File: config.mk
export PLATFORM = sky130hd
export DESIGN_NAME = pll_divider_search_core
export DESIGN_NICKNAME = d
export VERILOG_FILES = /design/src/hw/rtl/pds_pkg.sv /design/src/hw/rtl/pll_divider_search_core.sv
export SDC_FILE = /design/constraint.sdc
export NUM_CORES = 2
export LEC_CHECK = 0
export ABC_AREA = 1
export BUFFER_PORTS_ARGS = -buffer_cell sky130_fd_sc_hd__buf_2
export CAP_MARGIN = 10
export CORE_MARGIN = 1.5
export CORE_UTILIZATION = 26
export DETAILED_ROUTE_END_ITERATION = 8
export PLACE_DENSITY = 0.46
export SETUP_SLACK_MARGIN = 0.3
export SYNTH_ARGS = -nofsm -noshare
export SYNTH_HDL_FRONTEND = slang
export SYNTH_SLANG_ARGS = --single-unit
File: constraint.sdc
create_clock -name i_clk -period 15.4 [get_ports i_clk]
set_input_delay 0.77 -clock i_clk [delete_from_list [all_inputs] [get_ports i_clk]]
set_output_delay 0.77 -clock i_clk [all_outputs]
set_load 0.02 [all_outputs]
File: src/hw/rtl/pds_pkg.sv
`default_nettype none
// ----------------------------------------------------------------------------
// pds_pkg
// Shared constants, types and the divider step for the divider search core.
// ----------------------------------------------------------------------------
package pds_pkg;

    localparam logic [7:0] M_MIN = 8'd2;
    localparam logic [7:0] M_MAX = 8'd128;
    localparam logic [7:0] D_MIN = 8'd1;
    localparam logic [7:0] D_MAX = 8'd106;
    localparam logic [7:0] O_MIN = 8'd1;
    localparam logic [7:0] O_MAX = 8'd128;

    localparam logic [19:0] HZ_PER_MHZ = 20'd1000000;

    localparam logic [29:0] REF_RST  = 30'd100000000;
    localparam logic [29:0] ERR_RST  = 30'd50000;
    localparam logic [11:0] VMIN_RST = 12'd800;
    localparam logic [11:0] VMAX_RST = 12'd1600;
    localparam logic [31:0] RATE_RST = 32'd300000000;

    localparam int PROD_W = 38;
    localparam int DV_STG = 10;
    localparam int DV_BPS = 4;
    localparam int DV_W   = DV_STG * DV_BPS;

    typedef enum logic [2:0] {
        CFG_REF  = 3'd0,
        CFG_ERR  = 3'd1,
        CFG_VMIN = 3'd2,
        CFG_VMAX = 3'd3,
        CFG_RATE = 3'd4
    } t_cfg_idx;

    typedef struct packed {
        logic            vld;
        logic [DV_W-1:0] num;
        logic [7:0]      rem;
        logic [7:0]      den;
        logic [7:0]      tag;
    } t_dv;

    // DV_BPS restoring steps; quotient bits shift in at the bottom of num
    function automatic t_dv dv_step(input t_dv a);
        t_dv        r;
        logic [8:0] t;
        r = a;
        for (int i = 0; i < DV_BPS; i++) begin
            t     = {r.rem, r.num[DV_W-1]};
            r.num = {r.num[DV_W-2:0], 1'b0};
            if (t >= {1'b0, r.den}) begin
                r.rem    = 8'(t - {1'b0, r.den});
                r.num[0] = 1'b1;
            end else begin
                r.rem = t[7:0];
            end
        end
        return r;
    endfunction

endpackage
`default_nettype wire

File: src/hw/rtl/pll_divider_search_core.sv
`default_nettype none
// ----------------------------------------------------------------------------
// pll_divider_search_core
// Searches M, D, O for the first triple whose output is within the error bound.
// ----------------------------------------------------------------------------
// Steps: per M value the product ref*M is registered; per (M,D) pair the VCO is divided by D,
//   and for pairs whose VCO is in the window O is swept until a hit, which flushes the divider.
// Requests: one at a time; the 11-stage divider pipeline is shared by both divisions.
// Result strobe o_valid lasts one cycle; the receiver cannot stall.
// Reset: synchronous, active low; config registers take their defaults.
module pll_divider_search_core (
    input  wire logic        i_clk,
    input  wire logic        i_rst_n,
    input  wire logic        i_start,
    output logic             o_busy,
    input  wire logic [31:0] i_target_hz,
    input  wire logic        i_cfg_valid,
    output logic             o_cfg_ready,
    input  wire logic [2:0]  i_cfg_index,
    input  wire logic [31:0] i_cfg_data,
    output logic             o_valid,
    output logic             o_found,
    output logic [7:0]       o_mult,
    output logic [7:0]       o_in_div,
    output logic [7:0]       o_out_div,
    output logic [31:0]      o_achieved_hz
);
    import pds_pkg::*;

    typedef enum logic [6:0] {
        S_IDLE  = 7'b0000001,
        S_PROD  = 7'b0000010,
        S_VISS  = 7'b0000100,
        S_VWAIT = 7'b0001000,
        S_OISS  = 7'b0010000,
        S_ODRN  = 7'b0100000,
        S_FLUSH = 7'b1000000
    } t_state;

    logic [29:0] r_ref, r_err;
    logic [11:0] r_vmin, r_vmax;
    logic [31:0] r_rate;

    t_state            r_st, n_st;
    logic [31:0]       r_tgt, r_lo, r_hi;
    logic [7:0]        r_m, n_m, r_d, n_d, r_o, n_o;
    logic [PROD_W-1:0] r_prod;
    logic [PROD_W-1:0] r_vco, n_vco;
    t_dv               r_dv [0:DV_STG];
    logic              r_valid, n_valid, r_found, n_found;
    logic [7:0]        r_rm, n_rm, r_rd, n_rd, r_ro, n_ro;
    logic [31:0]       r_ach, n_ach;

    t_dv               iss;
    logic [PROD_W-1:0] q;
    logic [PROD_W-1:0] diff;
    logic              hit, in_win, any_vld;
    t_cfg_idx          cidx;

    assign o_cfg_ready = 1'b1;
    assign o_busy      = (r_st != S_IDLE) || r_valid;
    assign o_valid     = r_valid;
    assign o_found     = r_found;
    assign o_mult      = r_rm;
    assign o_in_div    = r_rd;
    assign o_out_div   = r_ro;
    assign o_achieved_hz = r_ach;
    assign cidx        = t_cfg_idx'(i_cfg_index);

    always_ff @(posedge i_clk) begin
        if (!i_rst_n) begin
            r_ref  <= REF_RST;
            r_err  <= ERR_RST;
            r_vmin <= VMIN_RST;
            r_vmax <= VMAX_RST;
            r_rate <= RATE_RST;
        end else if (i_cfg_valid) begin
            unique case (cidx)
                CFG_REF:  r_ref  <= i_cfg_data[29:0];
                CFG_ERR:  r_err  <= i_cfg_data[29:0];
                CFG_VMIN: r_vmin <= i_cfg_data[11:0];
                CFG_VMAX: r_vmax <= i_cfg_data[11:0];
                CFG_RATE: r_rate <= i_cfg_data;
                default: ;
            endcase
        end
    end

    // divider pipeline
    assign q = r_dv[DV_STG].num[PROD_W-1:0];
    always_comb begin
        any_vld = 1'b0;
        for (int k = 0; k <= DV_STG; k++) any_vld = any_vld | r_dv[k].vld;
    end

    always_ff @(posedge i_clk) begin
        if (!i_rst_n) begin
            for (int k = 0; k <= DV_STG; k++) r_dv[k].vld <= 1'b0;
        end else begin
            r_dv[0] <= iss;
            for (int k = 0; k < DV_STG; k++) r_dv[k+1] <= dv_step(r_dv[k]);
        end
    end

    assign in_win = ({6'd0, r_lo} <= q) && (q <= {6'd0, r_hi});
    assign diff   = (q > {6'd0, r_tgt}) ? q - {6'd0, r_tgt} : {6'd0, r_tgt} - q;
    assign hit    = r_dv[DV_STG].vld && (diff < {8'd0, r_err});

    always_comb begin
        n_st    = r_st;
        n_m     = r_m;
        n_d     = r_d;
        n_o     = r_o;
        n_vco   = r_vco;
        n_valid = 1'b0;
        n_found = r_found;
        n_rm    = r_rm;
        n_rd    = r_rd;
        n_ro    = r_ro;
        n_ach   = r_ach;
        iss     = '0;
        unique case (r_st) inside
            S_IDLE: begin
                if (i_start && !o_busy) begin
                    n_m     = M_MIN;
                    n_d     = D_MIN;
                    n_found = 1'b0;
                    n_rm    = '0;
                    n_rd    = '0;
                    n_ro    = '0;
                    n_ach   = '0;
                    if ((M_MIN > M_MAX) || (D_MIN > D_MAX) || (O_MIN > O_MAX))
                        n_valid = 1'b1;
                    else
                        n_st = S_PROD;
                end
            end
            S_PROD: n_st = S_VISS;
            S_VISS: begin
                iss.vld = 1'b1;
                iss.num = DV_W'(r_prod);
                iss.den = r_d;
                n_st    = S_VWAIT;
            end
            S_VWAIT: begin
                if (r_dv[DV_STG].vld) begin
                    if (in_win) begin
                        n_vco = q;
                        n_o   = O_MIN;
                        n_st  = S_OISS;
                    end else if (r_d != D_MAX) begin
                        n_d  = r_d + 8'd1;
                        n_st = S_VISS;
                    end else if (r_m != M_MAX) begin
                        n_m  = r_m + 8'd1;
                        n_d  = D_MIN;
                        n_st = S_PROD;
                    end else begin
                        n_valid = 1'b1;
                        n_st    = S_IDLE;
                    end
                end
            end
            S_OISS, S_ODRN: begin
                if (r_st == S_OISS) begin
                    iss.vld = 1'b1;
                    iss.num = DV_W'(r_vco);
                    iss.den = r_o;
                    iss.tag = r_o;
                    if (r_o == O_MAX) n_st = S_ODRN;
                    else n_o = r_o + 8'd1;
                end
                if (hit) begin
                    n_found = 1'b1;
                    n_rm    = r_m;
                    n_rd    = r_d;
                    n_ro    = r_dv[DV_STG].tag;
                    n_ach   = q[31:0];
                    n_st    = S_FLUSH;
                end else if (r_dv[DV_STG].vld && r_dv[DV_STG].tag == O_MAX) begin
                    if (r_d != D_MAX) begin
                        n_d  = r_d + 8'd1;
                        n_st = S_VISS;
                    end else if (r_m != M_MAX) begin
                        n_m  = r_m + 8'd1;
                        n_d  = D_MIN;
                        n_st = S_PROD;
                    end else begin
                        n_valid = 1'b1;
                        n_st    = S_IDLE;
                    end
                end
            end
            S_FLUSH: begin
                if (!any_vld) begin
                    n_valid = 1'b1;
                    n_st    = S_IDLE;
                end
            end
            default: n_st = S_IDLE;
        endcase
    end

    always_ff @(posedge i_clk) begin
        if (!i_rst_n) begin
            r_st    <= S_IDLE;
            r_valid <= 1'b0;
        end else begin
            r_st    <= n_st;
            r_valid <= n_valid;
        end
        r_m     <= n_m;
        r_d     <= n_d;
        r_o     <= n_o;
        r_vco   <= n_vco;
        r_found <= n_found;
        r_rm    <= n_rm;
        r_rd    <= n_rd;
        r_ro    <= n_ro;
        r_ach   <= n_ach;
        r_prod  <= PROD_W'(r_ref) * PROD_W'(r_m);
        if (r_st == S_IDLE) begin
            r_tgt <= (i_target_hz > r_rate) ? r_rate : i_target_hz;
            r_lo  <= {20'd0, r_vmin} * {12'd0, HZ_PER_MHZ};
            r_hi  <= {20'd0, r_vmax} * {12'd0, HZ_PER_MHZ};
        end
    end

endmodule
`default_nettype wire
==> results by group <==
Die
  • CORE AREA: 0.265 sq mm
  • Die outline area: 0.270 sq mm
  • Initial Util: 26.1%
  • Cell Rows: 189
  • Die extent in x: 520 microns
  • # IOs: 131
  • Die H: 520 microns

Clocking
  • Clock tree buffer depth: 3
  • Clk slew on worst S/H paths: 0.06 ns
  • Setup Buffers After CTS: 0
  • Post_cts resized: 0
  • Clock sinks: 1034
  • Number of CTS-inserted buffers: 110
  • CTS H-tree lvls: 3
  • CTS Hold Bufs: 0
  • TritonCTS clock tree: built
  • Root buf cell: clkbuf_16
  • Worst-Skew Late Latency: 0.80 ns

Placement
  • RD Place Congestion: 0.902
  • PortBufs: 129
  • Area post-placement: 0.0741 sq mm
  • Post-DP HPWL: 155 mm

Synth
  • Ys Warns: 0
  • Synthesized flop and latch total: 1034
  • Number of synthesized flops with an enable pin: 861
  • Synth top area cells: edfxtp_1 (37%), ha_1 (13%), nand2_1 (8.1%)
  • Distinct cells, synth: 68
  • Synth async-reset ratio: 0%
  • Syn avg cell area: 9.24 sq um
  • Seq/Total Area, Yosys: 42.3%
  • Syn_nets: 8576
  • Primary FF master, synth: edfxtp_1
  • Most common library cells after synthesis: nand2_1 (1499), inv_1 (1318), edfxtp_1 (861)
  • Post-Syn Area: 0.0694 sq mm
  • Top cell type by total area after synthesis: edfxtp_1
  • Top-count cell post-synth: nand2_1
  • Synth top area share: 37.3%
  • Cells after Synth: 7508

Worst setup path
  • WS Path Type: flop to flop
  • Slowest stage cell, crit path: o311ai_0
  • Setup crit end kind: flop
  • Cell repeated most along the worst path: nand2_1
  • CP delay by family, top: compound AO/OA/AOI/OAI gates
  • Critical Path RT: 15.97 ns
  • CP peak stage delay: 0.55 ns
  • Worst endpoint data arrival time: 9.89 ns
  • Crit Path Max Fanout: 14
  • Critical path buffers and inverters: 6
  • Startpoint Class: flop

Outcome
  • Status: complete, but fails checks
  • Failing checks: DRC

Finish
  • Design Area, Final: 0.0779 sq mm
  • Layout cells sized above 1: 6.62%
  • P&R area growth vs syn: 12.3%
  • Final nets: 8696

Drt
  • Via density: 4.47
  • Detailed-router iteration count before antenna repair: 7
  • Initial detailed-routing violation count: 3108
  • Post-Route WL: 197 mm
  • Drt wl/cell: 17.5 microns
  • Via Count: 50357
  • ANT nets after route: 0
  • Remaining DRCs: 4

Timing
  • Relative slew slack: 30.3%
  • Slew at the pin with the worst max-slew slack: 1.04 ns
  • Final setup violation count: 0
  • Final Hold Viols: 0
  • Tcrit/Tclk final: 60.5%
  • RSZ-0062 raised after global routing: no
  • Total negative slack: 0 ns
  • Pins Over Slew Limit: 0
  • Fmax: 0.107 GHz
  • Final Skew: 0.102 ns
  • Min Clock Period, post-route: 9.32 ns

Global routing
  • Global route overflow: 0
  • All-Layer GR Usage: 14.5%
  • Antenna violations before repair: 19
  • Largest net degree at the start of global routing: 166
  • First-pass GRT wire length: 304 mm
  • Number of global-route vias before repair: 51014

Worst hold path
  • Hold/Removal Path Class: input pin to flop

Run
  • Max-capacitance violation count: 0
-- metrics by stage --
stage / hold WS, ns / instances / worst slack [ns] / utilization [%]
4_1_cts: 0.236 / 11254 / 5.90 / 29.4
6_report: 0.291 / 11260 / 6.08 / 29.4
3_3_place_gp: 0.401 / 11049 / 5.88 / 27.9
3_5_place_dp: 0.405 / 11049 / 6.02 / 27.9
2_1_floorplan: 0.400 / 7508 / 1.19 / -
5_1_grt: 0.271 / 11255 / 4.65 / 29.4
-- path summary, 6_finish.rpt --
path | endpoint | slack (ns) | from | cells after the start
setup / recovery | r_dv[9][20] | 6.08 | r_dv[8][9] | 46
hold / removal | r_ref[20] | 0.29 | i_cfg_data[20] | 3
setup reg to reg | r_dv[9][20] | 6.08 | r_dv[8][9] | 46
hold reg to reg | r_dv[5][50] | 0.38 | r_dv[4][46] | 0
-- area by class of cell --
cell class,count,area [sq um]
Antenna cell,6,15.0
Clock buffer,142,3110
Clock inverter,63,693
Fill cell,27906,187000
Inverter,1340,5030
Multi-Input combinational cell,4979,34400
Sequential cell,1034,29300
Tap cell,3533,4420
Timing Repair Buffer,163,936
-- tightest hold or removal path: stages --
cell and delay, ns:
buf_2 0.12, nand2_1 0.06, nand3_1 0.07
-- layer usage --
metal	share of wire [%]	track usage, %	vias to the layer above	routed length [microns]
met5	0.0066	0	-	13
met4	2.8	4.33	2	5590
met3	3.9	1.83	244	7790
met2	47	24.3	842	91900
met1	47	19.5	24255	92000
li1	-	-	25014	-
-- state kept, by name, indices dropped and copies added (netlist names), 26 cells and up --
register / flops
r_tgt: 32
r_dv: 669
r_ref: 30
r_lo: 26
r_prod: 38
r_err: 30
r_hi: 26
r_rate: 32
o_achieved_hz: 32
r_vco: 38
-- logic make-up after synthesis --
kind of cell             Yosys count  share of synthesized area (%)
AO/OA/AOI/OAI                   1175                           9.27
flip-flops                      1034                           42.3
adder cells (fa/ha/maj)          997                           21.0
multiplexers                       6                         0.0884
XOR/XNOR                         287                           3.62
AND/OR/NAND/NOR                 2513                           15.5
other                              1                        0.00541
buffers and inverters           1495                           8.24
-- cells in the final DEF, fill, tap and decap left out, types with 11 or more instances in the layout --
master	n
a31oi_1	13
xnor2_1	99
edfxtp_1	861
nand3_1	255
nor4_1	32
nand2_2	32
ha_1	720
nor2_4	15
o21bai_1	33
fa_1	277
nand3_2	12
or2_2	32
nor2_2	25
o21ai_0	436
inv_1	1317
buf_2	128
buf_4	32
nand2_1	1499
o21ai_1	55
nand4_1	81
o211ai_1	34
a21oi_1	484
o21a_1	17
clkbuf_16	117
clkinv_2	11
nor3_1	59
a21o_1	19
clkinv_1	17
nand3b_1	13
dfxtp_1	173
xor2_1	188
inv_2	23
clkbuf_1	16
nor2_1	415
a211oi_1	23
Power is left out: the tool's default activity adds up to more than one toggle a clock period on the data nets, which glitch-free logic cannot reach.
